### src/rtl/core/mck_pkg.sv
// shared types, constants and the morse code table for the character keyer
// no dependencies; imported by every module of the keyer
package mck_pkg;

   localparam int unsigned CHAR_W = 8;
   localparam int unsigned DUR_W  = 11;
   localparam int unsigned WGT_W  = 7;
   localparam int unsigned UNITS_W = 4;
   localparam int unsigned CSR_IDX_W = 2;
   localparam int unsigned CSR_DATA_W = 7;

   // register indexes
   localparam logic [CSR_IDX_W-1:0] CSR_WEIGHTING   = 2'd0;
   localparam logic [CSR_IDX_W-1:0] CSR_LETTER_UNITS = 2'd1;
   localparam logic [CSR_IDX_W-1:0] CSR_WORD_UNITS   = 2'd2;

   localparam logic [WGT_W-1:0]   WEIGHTING_RESET    = 7'd50;
   localparam logic [UNITS_W-1:0] LETTER_UNITS_RESET = 4'd3;
   localparam logic [UNITS_W-1:0] WORD_UNITS_RESET   = 4'd7;

   localparam logic [DUR_W-1:0] DIT_TOTAL     = 11'd200;
   localparam logic [DUR_W-1:0] DAH_TOTAL     = 11'd400;
   localparam logic [DUR_W-1:0] HALF_SPACE    = 11'd50;
   localparam logic [DUR_W-1:0] INVALID_PAUSE = 11'd50;

   localparam logic [CHAR_W-1:0] CHAR_SPACE_LOW = 8'h20;
   localparam logic [CHAR_W-1:0] CHAR_BACKQUOTE = 8'h60;
   localparam logic [CHAR_W-1:0] CHAR_BAR       = 8'h7C;
   localparam logic [CHAR_W-1:0] CHAR_OUT_LIMIT = 8'h7B;
   localparam logic [CHAR_W-1:0] CASE_OFFSET    = 8'h20;

   localparam logic [7:0] CODE_EMPTY     = 8'h00;
   localparam logic [7:0] CODE_STOP_ONLY = 8'h80;

   // entry bits from msb down: 0 dit, 1 dah, lowest set bit is the stop mark
   localparam logic [7:0] MORSE_TABLE [64] = '{
      8'h80, 8'hCE, 8'h4C, 8'h00, 8'h13, 8'h00, 8'h44, 8'h7A,
      8'hB4, 8'hB6, 8'h8B, 8'h54, 8'hCE, 8'h86, 8'h56, 8'h94,
      8'hFC, 8'h7C, 8'h3C, 8'h1C, 8'h0C, 8'h04, 8'h84, 8'hC4,
      8'hE4, 8'hF4, 8'hE2, 8'hAA, 8'h54, 8'h8C, 8'h16, 8'h32,
      8'h6A, 8'h60, 8'h88, 8'hA8, 8'h90, 8'h40, 8'h28, 8'hD0,
      8'h08, 8'h20, 8'h78, 8'hB0, 8'h48, 8'hE0, 8'hA0, 8'hF0,
      8'h68, 8'hD8, 8'h50, 8'h10, 8'hC0, 8'h30, 8'h18, 8'h70,
      8'h98, 8'hB8, 8'hC8, 8'h00, 8'h00, 8'h00, 8'h00, 8'h6C
   };

   typedef enum logic [1:0] {
      KIND_INVALID,
      KIND_HALF,
      KIND_WORD,
      KIND_ELEMENTS
   } kind_type;

   typedef struct packed {
      kind_type   kind;
      logic [7:0] code;
   } decode_type;

   typedef struct packed {
      logic [DUR_W-1:0] dit_on;
      logic [DUR_W-1:0] dit_off;
      logic [DUR_W-1:0] dah_on;
      logic [DUR_W-1:0] dah_off;
      logic [DUR_W-1:0] letter_gap;
      logic [DUR_W-1:0] word_gap;
   } timing_type;

   typedef enum logic [2:0] {
      S_IDLE,
      S_INVALID,
      S_HALF,
      S_WORD,
      S_ON,
      S_OFF,
      S_LETTER
   } state_type;

   // x * 100 as shifts and adds
   function automatic logic [DUR_W-1:0] times_100(input logic [UNITS_W-1:0] x);
      logic [DUR_W-1:0] wide;
      wide = {{(DUR_W-UNITS_W){1'b0}}, x};
      return (wide << 6) + (wide << 5) + (wide << 2);
   endfunction

endpackage

### src/rtl/core/morse_character_keyer.sv
// top level of the morse character keyer
// depends on mck_pkg, mck_decode, mck_timing, mck_seq
//
// takes one ascii character per item and returns its key timing as a series
// of result items (key_down, duration in hundredths of a dit, last_of_char).
// lower case is folded to upper case and looked up in a 64-entry morse table;
// each element gives a key-down then a key-up period, and every valid character
// ends with a key-up letter space flagged last_of_char. a space sends a word gap
// first, '|' a half space of 50, and anything without a code a single key-up
// of 50. a character has at most seven elements plus the letter space; the
// sequencer loads one period per cycle into the output register while it is
// free and holds while a result waits with rsp_ready low. the next character is
// accepted as soon as the last period is loaded into the output register.
// configuration writes take effect on the next clock and are meant for idle
// time only.
module morse_character_keyer (
   input  logic                            clock,
   input  logic                            reset,
   // character input
   input  logic                            req_valid,
   output logic                            req_ready,
   input  logic [7:0]                      req_char_code,
   // period output
   output logic                            rsp_valid,
   input  logic                            rsp_ready,
   output logic                            rsp_key_down,
   output logic [mck_pkg::DUR_W-1:0]       rsp_duration,
   output logic                            rsp_last_of_char,
   // configuration writes
   input  logic                            csr_we,
   input  logic [mck_pkg::CSR_IDX_W-1:0]   csr_index,
   input  logic [mck_pkg::CSR_DATA_W-1:0]  csr_wdata
);
   import mck_pkg::*;

   decode_type dec;
   timing_type timing;

   // classify the character and fetch its code pattern
   mck_decode u_decode (
      .char_code (req_char_code),
      .dec       (dec)
   );

   // weighting and gap registers, period lengths derived from them
   mck_timing u_timing (
      .clock     (clock),
      .reset     (reset),
      .csr_we    (csr_we),
      .csr_index (csr_index),
      .csr_wdata (csr_wdata),
      .timing    (timing)
   );

   // code shift register and output register, one period per cycle unless the output stalls
   mck_seq u_seq (
      .clock            (clock),
      .reset            (reset),
      .req_valid        (req_valid),
      .req_ready        (req_ready),
      .dec              (dec),
      .timing           (timing),
      .rsp_valid        (rsp_valid),
      .rsp_ready        (rsp_ready),
      .rsp_key_down     (rsp_key_down),
      .rsp_duration     (rsp_duration),
      .rsp_last_of_char (rsp_last_of_char)
   );

endmodule

### src/rtl/core/mck_decode.sv
// character classifier: case folding and morse table lookup
// depends on mck_pkg
module mck_decode (
   input  logic [7:0]          char_code,
   output mck_pkg::decode_type dec
);
   import mck_pkg::*;

   logic [CHAR_W-1:0] folded;
   logic [5:0]        idx;
   logic [7:0]        entry;

   always_comb begin
      folded = (char_code > CHAR_BACKQUOTE) ? (char_code - CASE_OFFSET) : char_code;
      idx    = folded[5:0] - CHAR_SPACE_LOW[5:0];
      entry  = MORSE_TABLE[idx];

      dec.code = entry;
      if (char_code == CHAR_BAR) begin
         dec.kind = KIND_HALF;
      end else if (char_code < CHAR_SPACE_LOW || char_code >= CHAR_OUT_LIMIT ||
                   char_code == CHAR_BACKQUOTE) begin
         dec.kind = KIND_INVALID;
      end else if (entry == CODE_EMPTY) begin
         dec.kind = KIND_INVALID;
      end else if (entry == CODE_STOP_ONLY) begin
         dec.kind = KIND_WORD;
      end else begin
         dec.kind = KIND_ELEMENTS;
      end
   end

endmodule

### src/rtl/core/mck_timing.sv
// configuration registers and the period lengths derived from them
// depends on mck_pkg
module mck_timing (
   input  logic                               clock,
   input  logic                               reset,
   input  logic                               csr_we,
   input  logic [mck_pkg::CSR_IDX_W-1:0]      csr_index,
   input  logic [mck_pkg::CSR_DATA_W-1:0]     csr_wdata,
   output mck_pkg::timing_type                timing
);
   import mck_pkg::*;

   logic [WGT_W-1:0]   weight_ff, weight_in;
   logic [UNITS_W-1:0] letter_ff, letter_in;
   logic [UNITS_W-1:0] word_ff, word_in;

   logic [DUR_W-1:0]   dit_raw, dah_raw, wide_w;
   logic [UNITS_W:0]   need;
   logic [UNITS_W:0]   word_diff;

   always_comb begin
      weight_in = weight_ff;
      letter_in = letter_ff;
      word_in   = word_ff;
      if (csr_we) begin
         unique case (csr_index)
            CSR_WEIGHTING:    weight_in = csr_wdata[WGT_W-1:0];
            CSR_LETTER_UNITS: letter_in = csr_wdata[UNITS_W-1:0];
            CSR_WORD_UNITS:   word_in   = csr_wdata[UNITS_W-1:0];
            default:          ;
         endcase
      end
   end

   always_ff @(posedge clock) begin
      if (reset) begin
         weight_ff <= WEIGHTING_RESET;
         letter_ff <= LETTER_UNITS_RESET;
         word_ff   <= WORD_UNITS_RESET;
      end else begin
         weight_ff <= weight_in;
         letter_ff <= letter_in;
         word_ff   <= word_in;
      end
   end

   always_comb begin
      wide_w  = {{(DUR_W-WGT_W){1'b0}}, weight_ff};
      dit_raw = wide_w << 1;
      dah_raw = (wide_w << 2) + (wide_w << 1);

      // heavy weighting clamps the mark to the element total
      timing.dit_on  = (dit_raw > DIT_TOTAL) ? DIT_TOTAL : dit_raw;
      timing.dah_on  = (dah_raw > DAH_TOTAL) ? DAH_TOTAL : dah_raw;
      timing.dit_off = DIT_TOTAL - timing.dit_on;
      timing.dah_off = DAH_TOTAL - timing.dah_on;

      timing.letter_gap = (letter_ff == '0) ? '0 : times_100(letter_ff - 4'd1);

      need      = {1'b0, letter_ff} + 5'd2;
      word_diff = {1'b0, word_ff} - need;
      timing.word_gap = ({1'b0, word_ff} > need) ?
                        times_100(word_diff[UNITS_W-1:0]) : '0;
   end

endmodule

### src/rtl/core/mck_seq.sv
// period sequencer: shifts the morse code out one element per step and
// drives the result output register; depends on mck_pkg
module mck_seq (
   input  logic                            clock,
   input  logic                            reset,
   input  logic                            req_valid,
   output logic                            req_ready,
   input  mck_pkg::decode_type             dec,
   input  mck_pkg::timing_type             timing,
   output logic                            rsp_valid,
   input  logic                            rsp_ready,
   output logic                            rsp_key_down,
   output logic [mck_pkg::DUR_W-1:0]       rsp_duration,
   output logic                            rsp_last_of_char
);
   import mck_pkg::*;

   state_type        state_ff, state_in;
   logic [7:0]       code_ff, code_in;
   logic             rsp_valid_ff, rsp_valid_in;
   logic             rsp_key_down_ff, rsp_key_down_in;
   logic [DUR_W-1:0] rsp_duration_ff, rsp_duration_in;
   logic             rsp_last_ff, rsp_last_in;
   logic             out_free;
   logic             emit;
   logic [7:0]       code_shifted;

   assign out_free     = ~rsp_valid_ff | rsp_ready;
   assign code_shifted = {code_ff[6:0], 1'b0};
   assign req_ready    = (state_ff == S_IDLE);

   always_comb begin
      state_in        = state_ff;
      code_in         = code_ff;
      emit            = 1'b0;
      rsp_key_down_in = 1'b0;
      rsp_duration_in = '0;
      rsp_last_in     = 1'b0;

      unique case (state_ff)
         S_IDLE: begin
            if (req_valid) begin
               code_in = dec.code;
               unique case (dec.kind)
                  KIND_INVALID:  state_in = S_INVALID;
                  KIND_HALF:     state_in = S_HALF;
                  KIND_WORD:     state_in = S_WORD;
                  KIND_ELEMENTS: state_in = S_ON;
               endcase
            end
         end
         S_INVALID: begin
            if (out_free) begin
               emit            = 1'b1;
               rsp_duration_in = INVALID_PAUSE;
               rsp_last_in     = 1'b1;
               state_in        = S_IDLE;
            end
         end
         S_HALF: begin
            if (out_free) begin
               emit            = 1'b1;
               rsp_duration_in = HALF_SPACE;
               state_in        = S_LETTER;
            end
         end
         S_WORD: begin
            if (out_free) begin
               emit            = 1'b1;
               rsp_duration_in = timing.word_gap;
               state_in        = S_LETTER;
            end
         end
         S_ON: begin
            if (out_free) begin
               emit            = 1'b1;
               rsp_key_down_in = 1'b1;
               rsp_duration_in = code_ff[7] ? timing.dah_on : timing.dit_on;
               state_in        = S_OFF;
            end
         end
         S_OFF: begin
            if (out_free) begin
               emit            = 1'b1;
               rsp_duration_in = code_ff[7] ? timing.dah_off : timing.dit_off;
               code_in         = code_shifted;
               state_in        = (code_shifted == CODE_STOP_ONLY) ? S_LETTER : S_ON;
            end
         end
         S_LETTER: begin
            if (out_free) begin
               emit            = 1'b1;
               rsp_duration_in = timing.letter_gap;
               rsp_last_in     = 1'b1;
               state_in        = S_IDLE;
            end
         end
         default: state_in = S_IDLE;
      endcase

      rsp_valid_in = emit | (rsp_valid_ff & ~rsp_ready);
   end

   always_ff @(posedge clock) begin
      if (reset) begin
         state_ff     <= S_IDLE;
         rsp_valid_ff <= 1'b0;
      end else begin
         state_ff     <= state_in;
         rsp_valid_ff <= rsp_valid_in;
      end
   end

   always_ff @(posedge clock) begin
      code_ff <= code_in;
      if (emit) begin
         rsp_key_down_ff <= rsp_key_down_in;
         rsp_duration_ff <= rsp_duration_in;
         rsp_last_ff     <= rsp_last_in;
      end
   end

   assign rsp_valid        = rsp_valid_ff;
   assign rsp_key_down     = rsp_key_down_ff;
   assign rsp_duration     = rsp_duration_ff;
   assign rsp_last_of_char = rsp_last_ff;

`ifndef NO_ASSERTIONS
   a_accept_leaves_idle: assert property (@(posedge clock) disable iff (reset)
      (req_valid && req_ready) |=> (state_ff != S_IDLE))
      else $error("accepted item did not start a sequence");

   a_code_live: assert property (@(posedge clock) disable iff (reset)
      (state_ff == S_ON || state_ff == S_OFF) |->
      (code_ff != CODE_STOP_ONLY && code_ff != CODE_EMPTY))
      else $error("element state with an exhausted code");

   a_mark_not_last: assert property (@(posedge clock) disable iff (reset)
      (rsp_valid_ff && rsp_key_down_ff) |-> !rsp_last_ff)
      else $error("key-down period flagged as last of character");

   a_mark_bounded: assert property (@(posedge clock) disable iff (reset)
      (rsp_valid_ff && rsp_key_down_ff) |-> (rsp_duration_ff <= DAH_TOTAL))
      else $error("key-down period longer than a dah element");

   a_load_when_free: assert property (@(posedge clock) disable iff (reset)
      (rsp_valid_ff && !rsp_ready) |-> !emit)
      else $error("output register overwritten while stalled");
`endif

endmodule
### config.mk
export PLATFORM = sky130hd
export DESIGN_NAME = morse_character_keyer
export DESIGN_NICKNAME = d
export VERILOG_FILES = /design/src/rtl/core/mck_pkg.sv /design/src/rtl/core/morse_character_keyer.sv /design/src/rtl/core/mck_decode.sv /design/src/rtl/core/mck_timing.sv /design/src/rtl/core/mck_seq.sv
export SDC_FILE = /design/constraint.sdc
export NUM_CORES = 1
export LEC_CHECK = 0
export ABC_AREA = 1
export BUFFER_PORTS_ARGS = -buffer_cell sky130_fd_sc_hd__buf_2
export CAP_MARGIN = 20
export CORE_ASPECT_RATIO = 0.75
export CORE_MARGIN = 2
export CORE_UTILIZATION = 60
export CTS_BUF_LIST = sky130_fd_sc_hd__clkbuf_8
export CTS_CLUSTER_SIZE = 16
export DETAILED_ROUTE_END_ITERATION = 12
export PLACE_DENSITY = 0.8
export SLEW_MARGIN = 20
export SYNTH_ARGS = -nofsm -noshare
export SYNTH_HDL_FRONTEND = slang
export SYNTH_SLANG_ARGS = --single-unit
### constraint.sdc
create_clock -name clock -period 6.85 [get_ports clock]
set_input_delay 0.685 -clock clock [delete_from_list [all_inputs] [get_ports clock]]
set_output_delay 0.685 -clock clock [all_outputs]
set_load 0.05 [all_outputs]
# Word-level counts from Yosys, hierarchy flattened
# Memories as Yosys holds them, arrays and structs flattened.
# Cells that the tools add are included.
dict set report op_classes {
  add_sub_neg 12
  order_cmp 7
  eq_ne 20
  n_mux 32
  bitwise 6
  reduce_logical 17
}
# op n
set ops {}
lappend ops {{$mux 11} 9}
lappend ops {{$pmux 11 s5} 1}
lappend ops {{$mux 8} 5}
lappend ops {{$add 10x9->11} 2}
lappend ops {{$add 11x6->11} 2}
lappend ops {{$eq 8x7->1 const B} 2}
lappend ops {{$pmux 8 s2} 1}
lappend ops {{$mux 3} 5}
lappend ops {{$pmux 3 s5} 1}
lappend ops {{$mux 6} 2}
lappend ops {{$pmux 3 s4} 1}
lappend ops {{$sub 6x6->6 const B} 2}
lappend ops {{$gt 11x9->1 const B} 1}
lappend ops {{$sub 8x11->11 const A} 1}
lappend ops {{$sub 9x11->11 const A} 1}
lappend ops {{$add 9x8->10} 1}
lappend ops {{$eq 3x3->1 const B} 3}
lappend ops {{$eq 8x8->1 const B} 1}
lappend ops {{$ge 8x7->1 const B} 1}
lappend ops {{$gt 8x7->1 const B} 1}
lappend ops {{$gt 8x8->1 const B} 1}
lappend ops {{$logic_not 8->1} 1}
lappend ops {{$lt 8x6->1 const B} 1}
lappend ops {{$mux 2} 4}
lappend ops {{other kinds (27)} 44}
dict set report word_totals {
  reg_bits 40
  mem_bits_ro 512
  input_bits 22
  out_inout_bits 15
  elab_cells 104
  memories 1
}
# name depth width rd rd_ports_with_merged_regs write_ports line_no
set mem_list {}
lappend mem_list {{(name not given)} 64 8 1 0 0 mck_decode.sv:16} ;# entry = MORSE_TABLE[idx];

# Longest topological paths before layout
# Gate-level depths: netlist of the first run.
dict set report logic_depth {
  word_depth 16
  mapped_depth 22
  mapped_depth_nobuf 22
}

# By module
# A second synthesis of the first run with hierarchy kept.
dict set report unflattened {
  cells_unflattened 797
  area_unflattened_um2 5099.9
}
# module instances cells_per_inst area_each_um2 seq_area_each_um2
set modules_own_cells {}
lappend modules_own_cells {mck_timing 1 341 2301.0 300.3}
lappend modules_own_cells {mck_seq 1 251 1761.7 710.7}
lappend modules_own_cells {mck_decode 1 205 1037.2 0.0}

# Least setup slack after synthesis of the first run
# No wires, ideal clock.
dict set report synth_path {
  path_kind {reg2reg}
  from {reg u_timing.letter_ff[1]}
  to {reg u_seq.rsp_duration_ff[8], in the netlist u_seq.rsp_duration[8] (data pin)}
  setup_time_ns 0.256
  arrival_time_ns 2.732
  t_required_ns 6.594
  slack_ns 3.862
  path_stages_with_launch 18
  path_buffers 0
  synth_period_minus_slack_ns 2.988
  path_cell_list {dfxtp_1 inv_1 ha_1 inv_1 ha_1 a21oi_1 o21ai_1 or2_2 nand2_1 inv_1 ha_1 inv_1 nor2_1 a211oi_1 xor2_1 o211ai_1 a21oi_1 nand2_1}
}
dict set report synth_between {
  elab_chain_cells 7
  elab_cells_between_ends 14
  cone_classes {7 x add/sub; 1 x order compare; 5 x mux; 1 x reduce/logical}
}
# item line_no
set synth_lines {}
lappend synth_lines {{from (decl)} mck_timing.sv:14} ;# logic [UNITS_W-1:0] letter_ff, letter_in;
lappend synth_lines {{from (signal assigned)} mck_timing.sv:42} ;# letter_ff <= letter_in;
lappend synth_lines {{$add 4x2->5} mck_timing.sv:60} ;# need = {1'b0, letter_ff} + 5'd2;
lappend synth_lines {{$sub 4x4->4} mck_timing.sv:61} ;# word_diff = {1'b0, word_ff} - need;
lappend synth_lines {{$add 10x9->11} mck_pkg.sv:82} ;# return (wide << 6) + (wide << 5) + (wide << 2);
lappend synth_lines {{$add 11x6->11} mck_pkg.sv:82}
lappend synth_lines {{$mux 11} mck_timing.sv:62} ;# timing.word_gap = ({1'b0, word_ff} > need) ?
lappend synth_lines {{$mux 11} mck_seq.sv:68} ;# if (out_free) begin
lappend synth_lines {{$pmux 11 s5 *} mck_seq.sv:40} ;# unique case (state_ff)
lappend synth_lines {{to (signal assigned)} mck_seq.sv:118} ;# rsp_duration_ff <= rsp_duration_in;
lappend synth_lines {{to (decl)} mck_seq.sv:22} ;# logic [DUR_W-1:0] rsp_duration_ff, rsp_duration_in;
# Mark *: on every way between the ends. The rest lies on a longest branch, timed or not.
# A chain may end at the register's enable or synchronous reset.

# Worst setup path after layout of the first run
dict set report layout_path {
  from {reg u_timing.letter_ff[1]}
  to {reg u_seq.rsp_duration_ff[10], in the netlist u_seq.rsp_duration[10] (data pin)}
}
# The elaborated chain is that of the path after synthesis.

==> results.ini, run 1 <==
[detailed_routing]
drc=0
drt_iter0_markers=253
wl_per_cell_um=14.4
vias_per_cell=5.74
met2WireLength_um=4990
wl_met1_um=4860
wl_met3_um=789
antenna_left=0
dr.max_layer_used=met4
firstDrtPassIters=5
drt_wl_total_um=10800
vias=4329

[place]
dp.cells=746
hpwl_um=8570
gp_congestion=0.935
portBuffers=35

[synthesis]
async_flop_share=0
postSynthCellCount=641
synth_adder_area_share=0.130
synth_top_family_by_area=simple AND/OR/NAND/NOR gates
synth-edff-count=20
ys_top_cells_by_area=nand2_1 15%, edfxtp_1 14%, ha_1 12%
yosys.area_share.simple=0.348
synth_mux_area_frac=0
synth_seq_cells=39
synth_top_cell_area_share=0.150
synth_compound_area_frac=0.160
synth_top_area_cell=nand2_1
yosysUniqueCellTypes=49
yosysWarnings=0
netlist_area_mm2=0.00420
ys_seq_area_frac=0.234
synth-main-ff-cell=edfxtp_1
avgSynthCellArea_um2=6.55
yosys.area_share.xor_xnor=0.0188
syn-num-nets=705

[clocking]
cts.sinks=39
tritoncts=built
cts_buffer_depth=2
hold_buffers=0
clk_latency_ns=0.30
cts_made_buffers=5
root_buffer=clkbuf_8
htreeDepth=2
clk_pin_slew_worst_paths_ns=0.09
post-cts-setup-buffers=0
post_cts.resized_instances=0

[global_routing]
grt_overflow_total=0
grt_pass1_wl_um=18300
grt_max_degree=21
grt_usage=0.292
grt_pass1_vias=4048
antenna_found_initial=0

[sta]
slew_headroom=0.468
clock_skew_ns=0.0178
timing.final.crit_share=0.495
setup_viol=0
finalSetupTns_ns=0
fin_crit_ns=3.39
slew_violations=0
grt_setup_unrepaired=no
fmax_mhz=295
finalHoldViolCount=0
tightest_slew_ns=0.799

[status]
status=finished clean

[pwr]
peakVddDrop_v=0.000211
power.leakage_nw=2.25
power_density_mw_per_mm2=282

[critical_path]
startpoint=u_timing.letter_ff[1]
max_stage_delay_ns=0.44
crit_path_top_delay_cell=dfxtp_1
cp-start-kind=flop
critPathMostFrequentCell=inv_1
path_max_fanout=6
critPathKind=flop to flop
crit_buf_inv=5
cp.arrival_ns=3.44
reg2reg_from=u_timing.letter_ff[1]
crit_path_end_kind=flop
worstPathCellList=inv_1 -> ha_1 -> inv_1 -> ha_1 -> a21oi_1 -> o21ai_1 -> or2_2 -> nand2_1 -> inv_1 -> ha_1 -> inv_1 -> nor2_1 -> a211oi_1 -> nor2_1 -> o21ai_0 -> o21ai_0 -> inv_1 -> nand2_1
critPathTopFamily=compound AO/OA/AOI/OAI gates
worstPathRequired_ns=6.90

[finish]
final_cells=754
multiInputGateArea_mm2=0.00277
synthToLayoutAreaGrowth_pct=7.09
fin_nets=733
seq_area_um2=981
nFillCells=627
finish.utilization=0.662
drive_gt1_frac=0.122
antenna_cells=0

[die]
die_h_um=76.5
start_util=0.618
io_pins=37
die-area_mm2=0.00769
die_width_um=101
num_rows=26
coreArea_mm2=0.00680

[worst_hold_path]
min-delay-start=u_timing.word_ff[2]
hold_path.class=flop to flop

[job]
maxCapViolations=0

[report_power, final]
group	internal (W)	switching, W	total [W]	leakage (nW)
combinational	0.000179	0.000491	0.000670	1.84
clock	0.000109	0.0000902	0.000199	0.0581
sequential	0.000351	0.0000477	0.000399	0.354
total	0.000639	0.000629	0.00127	2.25
[stage by stage]
step / worst slack [ns] / hold WS (ns) / power, W / instance area, um^2
after floorplan: 3.86 / 0.435 / 0.000913 / 4200
after global placement: 3.73 / 0.468 / 0.00104 / 4380
after detailed placement: 3.54 / 0.484 / 0.00106 / 4380
after CTS: 3.49 / 0.507 / 0.00126 / 4500
after global routing: 3.15 / 0.539 / 0.00136 / 4500
final: 3.46 / 0.511 / 0.00127 / 4500
[synth_stat cells, types with 4 or more instances]
master    instances
nand4_1           5
inv_2             9
a31oi_1           6
o31ai_1           4
nand3_1          61
nand2_1         168
o21ai_0          35
ha_1             39
nand2_2          13
dfxtp_1          19
inv_1            80
o211ai_1         14
o21ai_1           8
clkbuf_1          5
a21oi_1          36
edfxtp_1         20
nor2_1           61
nor3_1            5
buf_6             5
xnor2_1           6
[sequential cells by signal (all words and copies together) (netlist names)]
name	count
u_seq.rsp_duration	10
u_seq.state_ff	3
u_timing.word_ff	4
u_seq.rsp_valid	1
u_timing.letter_ff	4
u_seq.rsp_last_of_char	1
u_seq.code_ff	8
u_seq.rsp_key_down	1
u_timing.weight_ff	7
[routing by layer]
layer | vias up | GRT usage
met4 | 0 | 0.0808
met2 | 199 | 0.476
met1 | 1930 | 0.394
met5 | - | 0
li1 | 2175 | -
met3 | 25 | 0.0560
[worst min-delay path, stage by stage (launching register included)]
cell,delay (ns)
dfxtp_1,0.34
nand2_1,0.07
nand3_1,0.06
[cells in the final DEF, fill, tap and decap left out, types with 2 or more instances in the layout]
master | netlist | final
nand2_2 | 13 | 13
o2111ai_1 | 2 | 2
inv_2 | 9 | 9
o21ai_1 | 8 | 8
edfxtp_1 | 20 | 20
xor2_1 | 3 | 3
fa_1 | 3 | 3
nor2_1 | 61 | 60
inv_1 | 80 | 80
nor3_1 | 5 | 5
nand4_1 | 5 | 5
nand3b_1 | 3 | 3
nor2_2 | 1 | 2
o31ai_1 | 4 | 4
dfxtp_1 | 19 | 19
o21ai_0 | 35 | 35
o22ai_1 | 2 | 2
nand3_1 | 61 | 61
xnor2_1 | 6 | 6
buf_2 | 3 | 35
a31oi_1 | 6 | 6
nand3_2 | 3 | 3
nor3_2 | 2 | 2
nand2_1 | 168 | 168
a21oi_1 | 36 | 36
ha_1 | 39 | 39
clkbuf_8 | 0 | 5
o211ai_1 | 14 | 14
clkinv_4 | 1 | 2
[worst paths after layout]
kind | to | slack (ns) | cells past startpoint
setup / recovery | u_seq.rsp_duration[10] | 3.46 | 18
hold / removal | u_timing.word_ff[2] | 0.51 | 2
setup reg to reg | u_seq.rsp_duration[10] | 3.46 | 18
hold reg to reg | u_timing.word_ff[2] | 0.51 | 2
[layout make-up]
class                   count  share of cell area
clock buffers               5              0.0153
clock inverters             3             0.00974
inverters                  92              0.0796
multi-input cells         496               0.615
flip-flops and latches     39               0.218
well taps                  84              0.0234
repair buffers             35              0.0389
[kinds of logic after synthesis]
logic type,Yosys count
xor+xnor,9
simple gates,329
other cells,1
fa+ha+maj,42
compound gates,115
buf+inv,106
flops,39
(Power assumes the default switching activity.)
==> inputs of run 2 (changes only) <==
CORE_UTILIZATION = 57   (was 60)
clock period = 2.8 ns   (was 6.85 ns; I/O delays follow)
==> results.ini, run 2 (synthesized netlist as in run 1, its figures left out) <==
[status]
status=finished clean

[clocking]
htreeDepth=2
root_buffer=clkbuf_8
cts_made_buffers=5
tritoncts=built
cts.sinks=39
clk_pin_slew_worst_paths_ns=0.09
cts_buffer_depth=2
clk_latency_ns=0.30

[sta]
fin_crit_ns=2.80
clock_skew_ns=0.0123
fin_hold_ws_ns=0.197
slew_violations=0
setup_viol=0
timing.final.crit_share=0.999
slew_headroom=0.532
finalHoldViolCount=0
fmax_mhz=357
tightest_slew_ns=0.696
grt_setup_unrepaired=yes

[global_routing]
antenna_found_initial=0
grt_pass1_wl_um=18300
grt_pass1_vias=4085
grt_overflow_total=0
grt_usage=0.283
grt_max_degree=21

[die]
num_rows=27
die-area_mm2=0.00808
die_h_um=78.3
start_util=0.581
io_pins=37
coreArea_mm2=0.00723
die_width_um=103

[detailed_routing]
vias=4512
drc=0
firstDrtPassIters=5
antenna_left=0
drt_iter0_markers=280
dr.max_layer_used=met4
vias_per_cell=5.69
met2WireLength_um=5360
wl_per_cell_um=14.2
wl_met1_um=4780
wl_met3_um=871
drt_wl_total_um=11300

[pwr]
power.leakage_nw=2.36
p_int_w=0.00167
combinationalPowerShare=0.553
power_density_mw_per_mm2=668
peakVddDrop_v=0.000521
clkPwrFrac=0.149
switching_share=0.487
switchingPower_w=0.00159
p_seq_frac=0.297

[finish]
final_cell_mix=162 x nand2_1, 75 x inv_1, 61 x nand3_1
drive_gt1_frac=0.199
fin_nets=755
synthToLayoutAreaGrowth_pct=16.1
antenna_cells=0
final_cells=793
largest_reg_flops=10
final_common_cell=nand2_1

[critical_path]
cp-start-kind=flop
path_max_fanout=4
crit_path_end_kind=flop
worstPathRequired_ns=2.87
cp.arrival_ns=2.86
critPathKind=flop to flop

[place]
gp_congestion=0.984
hpwl_um=8550
portBuffers=35
dp.cells=782

[worst_hold_path]
hold_path.class=input port to flop

[job]
maxCapViolations=0

## run 2: cell type report
type / count / area [um^2]
well taps: 101 / 126
flip-flops and latches: 39 / 990
multi-input cells: 496 / 2940
clock buffers: 5 / 68.8
repair buffers: 57 / 340
fillers: 638 / 2350
clock inverters: 3 / 43.8
inverters: 92 / 363
## run 2: final timing paths
kind	slack, ns	cells past startpoint	from	end
min	0.20	3	csr_wdata[5]	u_timing.weight_ff[5]
min reg2reg	0.51	2	u_seq.state_ff[1]	u_seq.state_ff[1]
max reg2reg	0.002	17	u_timing.letter_ff[1]	u_seq.rsp_duration[7]
max	0.002	17	u_timing.letter_ff[1]	u_seq.rsp_duration[7]
## run 2: repair_timing
action                                  CTS  global route
endpoints found under the setup margin    5             9
hold buffers                              0             0
buffers inserted                          0             3
resized for setup                         8            35
pin swaps                                 2            15
## run 2: per-stage QoR
step	total power [W]	utilization	setup slack (ns)	cell area, um^2	TNS (ns)
floorplan	0.00224	-	0.00538	4220	0
global placement	0.00262	0.632	0.0455	4570	0
detailed placement	0.00265	0.632	-0.102	4570	-0.303
CTS	0.00315	0.652	0.0166	4710	0
global route	0.00349	0.674	-0.117	4880	-0.219
finish	0.00326	0.674	0.00235	4880	0
## run 2: power groups by stage
| stage | sequential (W) | clock, W | combinational, W |
|---|---|---|---|
| floorplan | 0.00128 | 0 | 0.000962 |
| global placement | 0.000978 | 0 | 0.00164 |
| detailed placement | 0.000980 | 0 | 0.00167 |
| CTS | 0.000967 | 0.000492 | 0.00170 |
| global route | 0.000998 | 0.000515 | 0.00198 |
| finish | 0.000969 | 0.000486 | 0.00180 |
## run 2: worst max-delay path, cell delays in order, from the launching register on
cell and delay, ns:
dfxtp_2 0.34, inv_2 0.05, ha_4 0.26, inv_2 0.04, ha_4 0.30, nand2_1 0.08
o21ai_2 0.14, or2_4 0.15, nand2_4 0.06, inv_4 0.07, ha_4 0.13, inv_4 0.04
fa_2 0.37, xnor2_1 0.14, nand2_1 0.07, o31ai_1 0.10, a31oi_1 0.16, nand2_1 0.07
## run 2: per-layer routing
layer	GRT usage	vias to the layer above
met5	0	-
met4	0.0803	0
met3	0.0383	33
met2	0.469	213
met1	0.384	2050
li1	-	2216
==> inputs of run 3 (changes only) <==
CTS_BUF_LIST = sky130_fd_sc_hd__clkbuf_4   (was sky130_fd_sc_hd__clkbuf_8)
==> results.ini, run 3 (synthesized netlist as in run 1, its figures left out) <==
[clocking]
cts_buffer_depth=2
cts_made_buffers=5
hold_buffers=0
clk_pin_slew_worst_paths_ns=0.14
htreeDepth=2
cts.sinks=39
root_buffer=clkbuf_4
tritoncts=built
clk_latency_ns=0.37

[sta]
finalHoldViolCount=0
fin_crit_ns=2.78
clock_skew_ns=0.0206
timing.final.crit_share=0.995
slew_headroom=0.520
tightest_slew_ns=0.715
slew_violations=0
setup_viol=0
grt_setup_unrepaired=yes
fin_ws_ns=0.0154
fmax_mhz=359

[detailed_routing]
drt_iter0_markers=322
drt_wl_total_um=11100
drc=0
antenna_left=0
vias_per_cell=5.64
firstDrtPassIters=5
wl_per_cell_um=14.0
vias=4474

[status]
status=finished clean

[place]
place_ws_ns=-0.102
dpl_cell_area_mm2=0.00457
portBuffers=35
gp_congestion=0.984
hpwl_um=8550

[global_routing]
grt_pass1_vias=4096
grt_max_degree=21
grt_usage=0.281
grt_overflow_total=0
grt_pass1_wl_um=18300
antenna_found_initial=0

[finish]
final_common_cell=nand2_1
final_cell_mix=162 x nand2_1, 75 x inv_1, 61 x nand3_1
seq_area_um2=992
drive_gt1_frac=0.202
final_area_mm2=0.00483
nFillCells=637
largest_reg_flops=10
antenna_cells=0
multiInputGateArea_mm2=0.00292
fin_nets=755
synthToLayoutAreaGrowth_pct=14.9

[job]
maxCapViolations=0

[critical_path]
cp.arrival_ns=2.93
critPathKind=flop to flop
rr_worst_depth=17
crit_path_end_kind=flop
crit_path_top_delay_cell=dfxtp_2
worstPathRequired_ns=2.95
startpoint=u_timing.letter_ff[1]
reg2reg_to=u_seq.rsp_duration[8]
max_stage_delay_ns=0.36
critPathMostFrequentCell=ha_4
r2r_slack_ns=0.02
reg2reg_from=u_timing.letter_ff[1]
path_max_fanout=4
worstPathCellList=inv_2 -> ha_4 -> inv_2 -> ha_4 -> a21oi_4 -> o21ai_2 -> or2_4 -> nand2_4 -> inv_4 -> ha_4 -> inv_4 -> nor2_2 -> a211oi_2 -> xor2_1 -> o211ai_1 -> a21oi_1 -> nand2_1
cp-start-kind=flop

[die]
io_pins=37
die_width_um=103
num_rows=27
start_util=0.581
die_h_um=78.3
coreArea_mm2=0.00723
die-area_mm2=0.00808

[pwr]
power.leakage_nw=2.34
peakVddDrop_v=0.000476
power_density_mw_per_mm2=657

[worst_hold_path]
whs_path_depth=3
hold_path.class=input port to flop
min_to=u_timing.weight_ff[5]
min-delay-start=csr_wdata[5]

## run 3: worst max-delay path: cells and delay by family (launching register included)
| kind | cells | cell delay [ns] |
|---|---|---|
| xor gates and xnor gates | 1 | 0.17 |
| buffers and inverters | 4 | 0.18 |
| AOI/OAI and AO/OA | 5 | 0.72 |
| DFF | 1 | 0.36 |
| adders and majority gates | 3 | 0.67 |
| and+or+nand+nor | 4 | 0.45 |
## run 3: worst max-delay path by stage
stage                       endpoint  slack, ns  depth (start not counted)
3_3_place_gp   u_seq.rsp_duration[8]       0.05                         17
6_report       u_seq.rsp_duration[8]       0.02                         17
3_5_place_dp   u_seq.rsp_duration[9]      -0.10                         16
5_1_grt        u_seq.rsp_duration[8]      -0.13                         17
4_1_cts        u_seq.rsp_duration[8]       0.01                         17
2_1_floorplan  u_seq.rsp_duration[8]      0.005                         17
## run 3: metal layers
layer	part of all wire	up-vias	routed length (um)	GRT usage
li1	-	2219	-	-
met1	0.43	2002	4720	0.380
met2	0.47	218	5200	0.460
met3	0.082	35	906	0.0401
met4	0.023	0	258	0.0921
met5	0	-	0	0
## run 3: what timing repair did
item / CTS / global route
pin swaps: 2 / 13
setup buffers: 0 / 3
endpoints found under the setup margin: 5 / 9
gates resized for setup: 8 / 36
gates cloned: 0 / 0
## run 3: report_power, final
part | leakage (nW) | internal, W | switching, W
clock network | 0.0452 | 0.000188 | 0.000218
registers | 0.355 | 0.000855 | 0.000113
logic | 1.94 | 0.000548 | 0.00125
total | 2.34 | 0.00159 | 0.00158
## run 3: metrics by stage
stage	setup TNS, ns	hold WS, ns	util	cells	power [W]
floorplan	0	0.342	-	641	0.00224
global placement	0	0.491	0.632	782	0.00262
detailed placement	-0.303	0.492	0.632	782	0.00265
CTS	0	0.125	0.648	790	0.00306
global route	-0.348	0.128	0.668	793	0.00339
finish	0	0.117	0.668	793	0.00317
## run 3: cell type report
type                            instances  share of cell area
Tap cell                              101              0.0262
Clock buffer                            5             0.00778
Inverter                               92              0.0752
Sequential cell                        39               0.206
Timing Repair Buffer                   57              0.0705
Multi-Input combinational cell        496               0.606
Clock inverter                          3             0.00907
